$ cat config.mk
export PLATFORM = sky130hd
export DESIGN_NAME = printf_integer_field_formatter
export DESIGN_NICKNAME = d
export VERILOG_FILES = /design/src/hw/rtl/pif_pkg.sv /design/src/hw/rtl/pif_conv.sv /design/src/hw/rtl/pif_emit.sv /design/src/hw/rtl/printf_integer_field_formatter.sv
export SDC_FILE = /design/constraint.sdc
export NUM_CORES = 1
export LEC_CHECK = 0
export ABC_CLOCK_PERIOD_IN_PS = 13300
export BUFFER_PORTS_ARGS = -buffer_cell sky130_fd_sc_hd__buf_2
export CORE_MARGIN = 10
export CORE_UTILIZATION = 63
export DETAILED_ROUTE_END_ITERATION = 12
export PLACE_DENSITY = 0.93
export SYNTH_ARGS = -nofsm -noshare
export SYNTH_HDL_FRONTEND = slang
export SYNTH_SLANG_ARGS = --single-unit
$ cat constraint.sdc
create_clock -name clk -period 13.3 [get_ports clk]
set_clock_uncertainty 0.2 [all_clocks]
set_input_delay 1.995 -clock clk [delete_from_list [all_inputs] [get_ports clk]]
set_output_delay 1.995 -clock clk [all_outputs]
set_load 0.01 [all_outputs]
$ cat src/hw/rtl/pif_pkg.sv
`timescale 1ns / 1ps
package pif_pkg;

  localparam int MAX_WIDTH     = 63;
  localparam int MAX_PRECISION = 60;
  localparam int NDIG          = 22;
  localparam int DIG_W         = 4 * NDIG;

  localparam logic [2:0] CONV_D   = 3'd0;
  localparam logic [2:0] CONV_U   = 3'd1;
  localparam logic [2:0] CONV_X   = 3'd2;
  localparam logic [2:0] CONV_XU  = 3'd3;
  localparam logic [2:0] CONV_O   = 3'd4;
  localparam logic [2:0] CONV_P   = 3'd5;
  localparam logic [2:0] CONV_C   = 3'd6;
  localparam logic [2:0] CONV_PCT = 3'd7;

  localparam logic [1:0] LEN_INT  = 2'd0;
  localparam logic [1:0] LEN_H    = 2'd1;
  localparam logic [1:0] LEN_L    = 2'd2;
  localparam logic [1:0] LEN_LX   = 2'd3;

  typedef struct packed {
    logic [2:0]  conversion;
    logic [63:0] value;
    logic [1:0]  length_mod;
    logic        left_justify;
    logic        force_sign;
    logic        space_sign;
    logic        alt_form;
    logic        zero_pad;
    logic [5:0]  field_width;
    logic        has_precision;
    logic [5:0]  min_digits;
  } pif_in_t;

  typedef struct packed {
    logic [7:0] char_out;
    logic       last_char;
  } pif_out_t;

  typedef struct packed {
    logic [DIG_W-1:0] dig;
    logic [4:0]       nd;
    logic [2:0]       conversion;
    logic             left;
    logic             zfill;
    logic             hp;
    logic [5:0]       prec;
    logic [5:0]       w;
    logic [1:0]       npre;
    logic [7:0]       pre0;
    logic [7:0]       pre1;
    logic             mag_zero;
    logic             alt;
    logic [7:0]       chr;
  } pif_job_t;

  function automatic logic [7:0] digit_char(input logic [3:0] nib, input logic upper);
    logic [7:0] c;
    if (nib < 4'd10) c = 8'h30 + {4'd0, nib};
    else if (upper) c = 8'h37 + {4'd0, nib};
    else c = 8'h57 + {4'd0, nib};
    return c;
  endfunction

endpackage

$ cat src/hw/rtl/pif_conv.sv
`timescale 1ns / 1ps
module pif_conv (
  input  logic             clk,
  input  logic             rst_n,
  input  logic             in_valid,
  output logic             in_ready,
  input  pif_pkg::pif_in_t in_data,
  output logic             job_valid,
  input  logic             job_ready,
  output pif_pkg::pif_job_t job
);
  import pif_pkg::*;

  localparam logic [1:0] S_IDLE  = 2'd0;
  localparam logic [1:0] S_DAB   = 2'd1;
  localparam logic [1:0] S_STRIP = 2'd2;
  localparam logic [1:0] S_DONE  = 2'd3;

  logic [1:0]       state_r, state_nxt;
  logic [5:0]       cnt_r, cnt_nxt;
  logic [63:0]      mag_r, mag_nxt;
  pif_job_t         job_r, job_nxt;

  logic [63:0]      mask, vm, mag;
  logic             neg;
  logic [65:0]      oct_src;
  logic [DIG_W-1:0] oct_dig, dab_dig;
  logic [3:0]       nib;
  logic             take;

  assign in_ready  = (state_r == S_IDLE);
  assign job_valid = (state_r == S_DONE);
  assign job       = job_r;
  assign take      = in_valid && in_ready;

  always_comb begin
    mask = 64'hFFFF_FFFF_FFFF_FFFF;
    neg  = 1'b0;
    if (in_data.conversion != CONV_P) begin
      unique case (in_data.length_mod)
        LEN_INT: mask = 64'h0000_0000_FFFF_FFFF;
        LEN_H:   mask = 64'h0000_0000_0000_FFFF;
        default: mask = 64'hFFFF_FFFF_FFFF_FFFF;
      endcase
    end
    vm = in_data.value & mask;
    if (in_data.conversion == CONV_D) begin
      unique case (in_data.length_mod)
        LEN_INT: neg = vm[31];
        LEN_H:   neg = vm[15];
        default: neg = vm[63];
      endcase
    end
    mag = neg ? ((~vm + 64'd1) & mask) : vm;
    oct_src = {2'b00, mag};
    for (int k = 0; k < NDIG; k++) begin
      oct_dig[4*k +: 4] = {1'b0, oct_src[3*k +: 3]};
    end
    for (int k = 0; k < NDIG; k++) begin
      nib = job_r.dig[4*k +: 4];
      dab_dig[4*k +: 4] = (nib >= 4'd5) ? nib + 4'd3 : nib;
    end
  end

  always_comb begin
    state_nxt = state_r;
    cnt_nxt   = cnt_r;
    mag_nxt   = mag_r;
    job_nxt   = job_r;
    unique case (state_r)
      S_IDLE: begin
        if (take) begin
          job_nxt.conversion = in_data.conversion;
          job_nxt.left       = in_data.left_justify;
          job_nxt.hp         = in_data.has_precision;
          job_nxt.prec       = (in_data.min_digits > 6'(MAX_PRECISION)) ?
                               6'(MAX_PRECISION) : in_data.min_digits;
          job_nxt.w          = (in_data.field_width > 6'(MAX_WIDTH)) ?
                               6'(MAX_WIDTH) : in_data.field_width;
          job_nxt.alt        = in_data.alt_form;
          job_nxt.chr        = in_data.value[7:0];
          job_nxt.mag_zero   = (mag == 64'd0);
          job_nxt.zfill      = in_data.zero_pad && !in_data.left_justify &&
                               !in_data.has_precision && (in_data.conversion < CONV_C);
          job_nxt.npre       = 2'd0;
          job_nxt.pre0       = 8'h30;
          job_nxt.pre1       = (in_data.conversion == CONV_XU) ? 8'h58 : 8'h78;
          job_nxt.nd         = 5'(NDIG);
          if (in_data.conversion == CONV_D) begin
            if (neg) begin
              job_nxt.npre = 2'd1;
              job_nxt.pre0 = 8'h2D;
            end else if (in_data.force_sign) begin
              job_nxt.npre = 2'd1;
              job_nxt.pre0 = 8'h2B;
            end else if (in_data.space_sign) begin
              job_nxt.npre = 2'd1;
              job_nxt.pre0 = 8'h20;
            end
          end
          if (mag != 64'd0 && (in_data.conversion == CONV_P ||
              (in_data.alt_form && (in_data.conversion == CONV_X ||
                                    in_data.conversion == CONV_XU)))) begin
            job_nxt.npre = 2'd2;
          end
          case (in_data.conversion)
            CONV_D, CONV_U: begin
              job_nxt.dig = '0;
              mag_nxt     = mag;
              cnt_nxt     = 6'd63;
              state_nxt   = S_DAB;
            end
            CONV_O: begin
              job_nxt.dig = oct_dig;
              state_nxt   = S_STRIP;
            end
            CONV_X, CONV_XU, CONV_P: begin
              job_nxt.dig = {{(DIG_W-64){1'b0}}, mag};
              state_nxt   = S_STRIP;
            end
            default: begin
              job_nxt.dig = '0;
              state_nxt   = S_DONE;
            end
          endcase
        end
      end
      S_DAB: begin
        // shift-add-3, one value bit per cycle
        job_nxt.dig = {dab_dig[DIG_W-2:0], mag_r[63]};
        mag_nxt     = {mag_r[62:0], 1'b0};
        cnt_nxt     = cnt_r - 6'd1;
        if (cnt_r == 6'd0) state_nxt = S_STRIP;
      end
      S_STRIP: begin
        if (job_r.nd > 5'd1 && job_r.dig[DIG_W-1 -: 4] == 4'd0) begin
          job_nxt.dig = {job_r.dig[DIG_W-5:0], 4'd0};
          job_nxt.nd  = job_r.nd - 5'd1;
        end else begin
          if (job_r.mag_zero && job_r.hp && job_r.prec == 6'd0) job_nxt.nd = 5'd0;
          state_nxt = S_DONE;
        end
      end
      S_DONE: begin
        if (job_ready) state_nxt = S_IDLE;
      end
      default: state_nxt = S_IDLE;
    endcase
  end

  always_ff @(posedge clk) begin
    if (!rst_n) begin
      state_r <= S_IDLE;
    end else begin
      state_r <= state_nxt;
    end
    cnt_r <= cnt_nxt;
    mag_r <= mag_nxt;
    job_r <= job_nxt;
  end

endmodule

$ cat src/hw/rtl/pif_emit.sv
`timescale 1ns / 1ps
module pif_emit (
  input  logic              clk,
  input  logic              rst_n,
  input  logic              job_valid,
  output logic              job_ready,
  input  pif_pkg::pif_job_t job,
  output logic              out_valid,
  input  logic              out_ready,
  output pif_pkg::pif_out_t out_data
);
  import pif_pkg::*;

  logic              run_r;
  logic              out_valid_r;
  pif_out_t          out_r;
  logic [6:0]        pos_r, a_r, b_r, c_r, d_r, total_r;
  logic [DIG_W-1:0]  dig_r;
  logic [2:0]        conv_r;
  logic [7:0]        pre0_r, pre1_r, chr_r;

  logic [6:0] nd7, zr, body, pad, a, b, c, d, total;
  logic       is_int, fire, in_dig;
  logic [7:0] ch;

  assign job_ready = !run_r;
  assign out_valid = out_valid_r;
  assign out_data  = out_r;
  assign fire      = run_r && (!out_valid_r || out_ready);

  always_comb begin
    is_int = (job.conversion < CONV_C);
    nd7    = is_int ? {2'b00, job.nd} : 7'd1;
    zr     = 7'd0;
    if (is_int && job.hp && {1'b0, job.prec} > nd7) zr = {1'b0, job.prec} - nd7;
    // octal alternate form needs a leading zero digit
    if (job.conversion == CONV_O && job.alt && zr == 7'd0 &&
        (nd7 == 7'd0 || !job.mag_zero)) zr = 7'd1;
    body = (is_int ? {5'd0, job.npre} : 7'd0) + zr + nd7;
    pad  = ({1'b0, job.w} > body && job.conversion != CONV_PCT) ?
           {1'b0, job.w} - body : 7'd0;
    a     = (!job.left && !job.zfill) ? pad : 7'd0;
    b     = a + (is_int ? {5'd0, job.npre} : 7'd0);
    c     = b + (job.zfill ? pad : 7'd0) + zr;
    d     = c + nd7;
    total = d + (job.left ? pad : 7'd0);
  end

  always_comb begin
    in_dig = 1'b0;
    if (pos_r < a_r) ch = 8'h20;
    else if (pos_r < b_r) ch = (pos_r == a_r) ? pre0_r : pre1_r;
    else if (pos_r < c_r) ch = 8'h30;
    else if (pos_r < d_r) begin
      in_dig = 1'b1;
      case (conv_r)
        CONV_C:   ch = chr_r;
        CONV_PCT: ch = 8'h25;
        default:  ch = digit_char(dig_r[DIG_W-1 -: 4], conv_r == CONV_XU);
      endcase
    end else ch = 8'h20;
  end

  always_ff @(posedge clk) begin
    if (!rst_n) begin
      run_r       <= 1'b0;
      out_valid_r <= 1'b0;
    end else begin
      if (fire) out_valid_r <= 1'b1;
      else if (out_ready) out_valid_r <= 1'b0;
      if (!run_r && job_valid) begin
        // an empty field yields no output character at all
        run_r <= (total != 7'd0);
      end else if (fire && pos_r == total_r - 7'd1) begin
        run_r <= 1'b0;
      end
    end
    if (!run_r && job_valid) begin
      pos_r   <= 7'd0;
      a_r     <= a;
      b_r     <= b;
      c_r     <= c;
      d_r     <= d;
      total_r <= total;
      dig_r   <= job.dig;
      conv_r  <= job.conversion;
      pre0_r  <= job.pre0;
      pre1_r  <= job.pre1;
      chr_r   <= job.chr;
    end else if (fire) begin
      pos_r              <= pos_r + 7'd1;
      out_r.char_out     <= ch;
      out_r.last_char    <= (pos_r == total_r - 7'd1);
      if (in_dig) dig_r  <= {dig_r[DIG_W-5:0], 4'd0};
    end
  end

endmodule

$ cat src/hw/rtl/printf_integer_field_formatter.sv
`timescale 1ns / 1ps
// conversion: d/u run bit-serial double dabble, then strip leading zeros, before the first
// character shows; x/X/o/p skip the double dabble pass and only strip; c and % skip both
// throughput: the converter takes the next request while the emitter sends one char a
// cycle whenever out_ready allows, so a request costs the larger of its converter time
// and its field length
// reset: synchronous active-low rst_n clears the control state and drops out_valid
module printf_integer_field_formatter (
  input  logic              clk,
  input  logic              rst_n,
  input  logic              in_valid,
  output logic              in_ready,
  input  pif_pkg::pif_in_t  in_data,
  output logic              out_valid,
  input  logic              out_ready,
  output pif_pkg::pif_out_t out_data
);
  import pif_pkg::*;

  pif_job_t job;
  logic     job_valid, job_ready;

  pif_conv u_conv (
    .clk       (clk),
    .rst_n     (rst_n),
    .in_valid  (in_valid),
    .in_ready  (in_ready),
    .in_data   (in_data),
    .job_valid (job_valid),
    .job_ready (job_ready),
    .job       (job)
  );

  pif_emit u_emit (
    .clk       (clk),
    .rst_n     (rst_n),
    .job_valid (job_valid),
    .job_ready (job_ready),
    .job       (job),
    .out_valid (out_valid),
    .out_ready (out_ready),
    .out_data  (out_data)
  );

endmodule

---- Word-level counts from Yosys, hierarchy flattened ----
Cells that the tools add are included.
operators by class
  bitwise operators ....................... 5
  reductions and logical operators ........ 61
  add/subtract/negate cells ............... 39
  muxes and demuxes ....................... 80
  $lt $le $gt $ge ......................... 34
  eq/ne operators ......................... 24
operator list
  operator                 count
  $mux W88                 4
  $pmux W88 S3             1
  $mux W64                 4
  $pmux W64 S2             2
  $pmux W85 S2             1
  $mux W139                1
  $and A64 B64 Y64         2
  $ge A4 B3 Y1 const B     22
  $add A4 B2 Y4 const B    21
  $mux W4                  21
  $add A64 B1 Y64 const B  1
  $logic_not A64 Y1        1
  $not A64 Y64             1
  $reduce_bool A64 Y1      1
  $add A7 B7 Y7            7
  $mux W8                  6
  $mux W7                  6
  $mux W10                 3
  $mux W6                  5
  $lt A7 B7 Y1             4
  $logic_and A1 B1 Y1      19
  $pmux W8 S2              1
  $eq A3 B3 Y1 const B     5
  $mux W5                  3
  other kinds (48)         101
storage, ports and cells
  output and inout port bits .............. 11
  input port bits ......................... 91
  word-level logic and storage cells ...... 278
  bits in registers ....................... 379

---- Longest topological paths before layout ----
  word-level depth ........................ 22
  depth in mapped cells ................... 48

---- Modules after synthesis ----
A second synthesis with hierarchy kept.
unflattened totals
  cell total of the unflattened synthesis .. 2,379
  area, all modules ....................... 23,392.4 µm²
by module, submodules not included
  module    area an instance (µm²)  cells each  times used
  pif_conv  13,980.9                1,469       1
  pif_emit  9,411.5                 910         1

---- Least setup slack after synthesis ----
Ideal clock, no wire load.
  path type ............................... register to register
  from .................................... reg u_conv.job_r, in the netlist u_conv.job[45]
  to ...................................... reg u_emit.run_r
  data arrival time ....................... 9,240 ps
  path slack .............................. 3,741 ps
  setup time .............................. 119 ps
  required time ........................... 12,981 ps
  period minus slack after synthesis ...... 9,559 ps
  stages on the path, launching flop included .. 44
  cells stage by stage .................... edfxtp_1 > nand2_1 > clkbuf_1 > nand2_1 > ha_1 > nor2b_1 > o21ai_0 > a21boi_0 > o21ai_0 > nand2b_1 > o21a_1 > o211a_1 > a211oi_1 > a41oi_1 > fa_1 > inv_1 > ha_1 > fa_1 > (+8 left out) > nor2_1 > ha_1 > fa_1 > xnor2_1 > inv_1 > fa_1 > inv_1 > fa_1 > xor2_1 > ha_1 > inv_1 > o21ai_0 > xor2_1 > ha_1 > a21oi_1 > xnor2_1 > or4_1 > o221a_2
between the ends
  cells in the longest elaborated chain, start to end .. 22
  elaborated cells between the ends (all ways) .. 33
ends and longest elaborated chain
  what                               RTL line         RTL
  start, declared                    pif_conv.sv:22   pif_job_t job_r, job_nxt;
  start signal, assigned             pif_conv.sv:159  job_r <= job_nxt;
  $lt A3 B3 Y1                       pif_emit.sv:32   is_int = (job.conversion < CONV_C);
  $mux W5                            pif_emit.sv:33   nd7 = is_int ? {2'b00, job.nd} : 7'd1;
  $gt A6 B7 Y1                       pif_emit.sv:35   if (is_int && job.hp && {1'b0, job.prec} > nd7) zr = {1'b0, job.prec} - nd7;
  $logic_and A1 B1 Y1                pif_emit.sv:35
  $mux W7                            pif_emit.sv:35
  $logic_not A7 Y1                   pif_emit.sv:37   if (job.conversion == CONV_O && job.alt && zr == 7'd0 &&
  $logic_and A1 B1 Y1 (2 in series)  pif_emit.sv:37
  $mux W7                            pif_emit.sv:37
  (+6 left out)                      n/a
  net u_emit.a[0]                    pif_emit.sv:22   logic [6:0] nd7, zr, body, pad, a, b, c, d, total;
  (+1 left out)                      n/a
  net u_emit.b[2]                    pif_emit.sv:22
  $add A7 B7 Y7 (*) (2 in series)    pif_emit.sv:44   c = b + (job.zfill ? pad : 7'd0) + zr;
  net u_emit.c[3]                    pif_emit.sv:22
  $add A7 B7 Y7 (*)                  pif_emit.sv:45   d = c + nd7;
  net u_emit.d[4]                    pif_emit.sv:22
  $add A7 B7 Y7 (*)                  pif_emit.sv:46   total = d + (job.left ? pad : 7'd0);
  net u_emit.total[5]                pif_emit.sv:22
  $reduce_bool A7 Y1 (*)             pif_emit.sv:73   run_r <= (total != 7'd0);
  $mux W1 (*)                        pif_emit.sv:71   if (!run_r && job_valid) begin
  end signal, assigned               pif_emit.sv:73
  end, declared                      pif_emit.sv:14   logic run_r;
Mark *: on every way through the listed nets, which the timed path passes. The rest lies on a longest branch.
A chain may end at the register's enable or synchronous reset.

---- Worst setup path after layout ----
Ends and elaborated chain as after synthesis.

==> qor.yml <==
detailed_routing:
  drtPass1Iterations: 8
  routedWlPerCell_um: 23.9
  drt-initial-drc-count: 2605
  vias: 19400
  route.detailed.drc: 0
  antenna_left: 0
  routed_via_density: 6.80
  drt-total-wl_um: 68100
grt:
  antenna_found_initial: 9
  grt_pass1_wl_um: 105000
  overflow: 0
  grt_pass1_vias: 18700
  grt.total_usage: 0.300
  grt_max_degree: 101
cts:
  holdBufCountCts: 0
  clk_path_buf_depth: 3
  htreeDepth: 2
  cts_tree: "built"
  cts.sinks: 357
  clk_pin_slew_ns: 0.06
  cts_post_setup_buffers_inserted: 0
  root_buffer: "clkbuf_16"
  cts_resized: 0
  cts_buffers: 40
  worstSkewPairLatency_ns: 0.55
worst_setup_path:
  slowest_stage: "or4_1"
  worstPathRequired_ns: 13.54
  cp-start-kind: "register"
  critical_path_class: "reg -> reg"
  cp-end-kind: "register"
  path_max_fanout: 14
  cpPeakStageDelay_ns: 0.55
  crit_top_cell: "ha_1"
  arrival_ns: 11.02
logic_synthesis:
  ys_seq_area_frac: 0.473
  synthFlopType: "edfxtp_1"
  synth_edf_count: 346
  syn-instance-count: 2297
  yosys_warnings: 0
  synth.distinct_cells: 86
  synth_nets: 2524
  synthArstFlopShare: 0
  synthesis.area_mm2: 0.0225
  synth_seq_cells: 357
  syn_area_per_cell_um2: 9.78
die:
  rows: 69
  core_mm2: 0.0354
  pin_count: 102
  chipWidth_um: 209
  dieArea_mm2: 0.0436
  start_util: 0.634
  die_y_um: 209
pwr:
  p_sw_mw: 2.57
  pwr-share-comb: 0.483
  powerDensity_mw_per_mm2: 247
  p_seq_frac: 0.335
  power.internal_mw: 3.51
  power.leakage_nw: 9.49
  vdd_drop_max_uv: 272
  switching_share: 0.422
  power_frac_clock: 0.182
final_layout:
  final_nets: 2579
  fillCellCount: 2517
  drive_gt1_frac: 0.0995
  final_common_cell: "nand2_1"
  final_cell_mix: "370 x nand2_1, 346 x edfxtp_1, 198 x o21ai_0, 136 x inv_1, 129 x nor2_1"
  synthToLayoutAreaGrowth_pct: 9.82
outcome:
  status: "finished clean"
timing:
  relSlewSlack: 0.0842
  setup-tns-final_ns: 0
  fin_crit_sh: 0.811
  fmax_mhz: 92.7
  fin_crit_ns: 10.78
  grt_setup_unrepaired: "no"
  setup_violations: 0
  report.final.slew_viol_count: 0
  setup_ws_ns: 2.52
  hold_viol: 0
  worst_pin_slew_ns: 1.36
placed_design:
  routabilityCongestion: 0.986
  dp_hpwl_um: 47700
  port_buffers: 101
  dp_slack_ns: 2.69
min_path:
  hold_path.class: "reg -> reg"
job:
  max_cap_violations: 0
## routing by layer
metal	routed length [um]	up-vias	part of all wire	track usage
li1	-	8545	-	-
met1	24300	9115	0.36	0.362
met2	31400	1408	0.46	0.479
met3	7710	307	0.11	0.0673
met4	4700	10	0.069	0.189
met5	58	-	0.00085	0
## final timing paths
kind | from | endpoint | slack [ns] | cells after the start
worst min-delay path | u_conv.job[7] | u_emit.chr_r[7] | 0.21 | 0
worst max register to register | u_conv.job[45] | u_emit.run_r | 2.52 | 41
worst max-delay path | u_conv.job[45] | u_emit.run_r | 2.52 | 41
worst min register to register | u_conv.job[7] | u_emit.chr_r[7] | 0.21 | 0
## cell type report
| cell class | instances | area (um^2) | share of cell area |
|---|---|---|---|
| multi-input cells | 1688 | 10900 | 0.444 |
| well taps | 461 | 577 | 0.0234 |
| clock inverters | 23 | 224 | 0.00908 |
| diodes | 5 | 12.5 | 0.000507 |
| repair buffers | 127 | 701 | 0.0284 |
| flip-flops and latches | 357 | 10600 | 0.430 |
| inverters | 138 | 519 | 0.0211 |
| clock buffers | 50 | 1070 | 0.0433 |
## through the flow
step                power [mW]  hold WS [ns]  instances  cell area (um^2)  utilization
floorplan                 4.14         0.200       2297             22500            -
CTS                       6.02         0.215       2844             24600        0.696
finish                    6.08         0.214       2849             24700        0.697
global route              6.45         0.224       2847             24700        0.697
detailed placement        4.88         0.205       2771             23400        0.660
global placement          4.71         0.201       2771             23400        0.660
## registers in the layout, summed over array words and instances, names as in the netlist, 8 cells and up
signal / cells
u_conv.job: 128
u_emit.dig_r: 88
u_conv.mag_r: 64
u_emit.out_data: 9
u_emit.chr_r: 8
## power by group through the flow
stage	Sequential [mW]	Clock (mW)	Combinational (mW)
final	2.04	1.10	2.94
after global routing	2.06	1.15	3.23
after CTS	2.02	1.11	2.89
after detailed placement	2.04	0	2.84
after global placement	2.02	0	2.69
after floorplan	2.00	0	2.14
## cells by family (layout without fill, tap and decap cells)
group	after synthesis	in the layout	share of synthesized area
compound gates	589	589	0.169
xor+xnor	114	114	0.0451
fa+ha+maj	136	136	0.0808
buf+inv	252	338	0.0426
flops	357	357	0.473
mux	28	28	0.0134
other cells	0	5	0
simple gates	821	821	0.177
## worst max-delay path, delay by kind of cell, from the launching register on
kind / cells / cell delay, ns
simple gates: 7 / 1.63
compound gates: 14 / 3.42
fa+ha+maj: 11 / 3.88
flops: 1 / 0.42
xor+xnor: 4 / 0.77
buf+inv: 5 / 0.33
## Yosys cell counts (15+ instances only)
cell type	number	area [um^2]
ha_1	121	1510
nand2_1	370	1390
nand2b_1	43	269
xnor2_1	74	648
nor2b_1	22	138
fa_1	15	300
nand3_1	23	115
nor2_1	130	488
o31ai_1	19	143
o221ai_1	36	315
a21o_1	26	195
a222oi_1	19	190
o21ai_0	199	996
clkbuf_1	100	375
inv_1	136	510
and2_1	24	150
a31oi_1	16	100
a21oi_1	127	636
or3_1	21	131
or2_2	15	93.8
edfxtp_1	346	10400
nor3b_1	32	240
a22oi_1	25	188
nand4_1	19	119
nor4_1	27	169
mux2_2	15	169
nor3_1	38	190
xor2_1	39	342
Power figures use the tool's default switching activity.
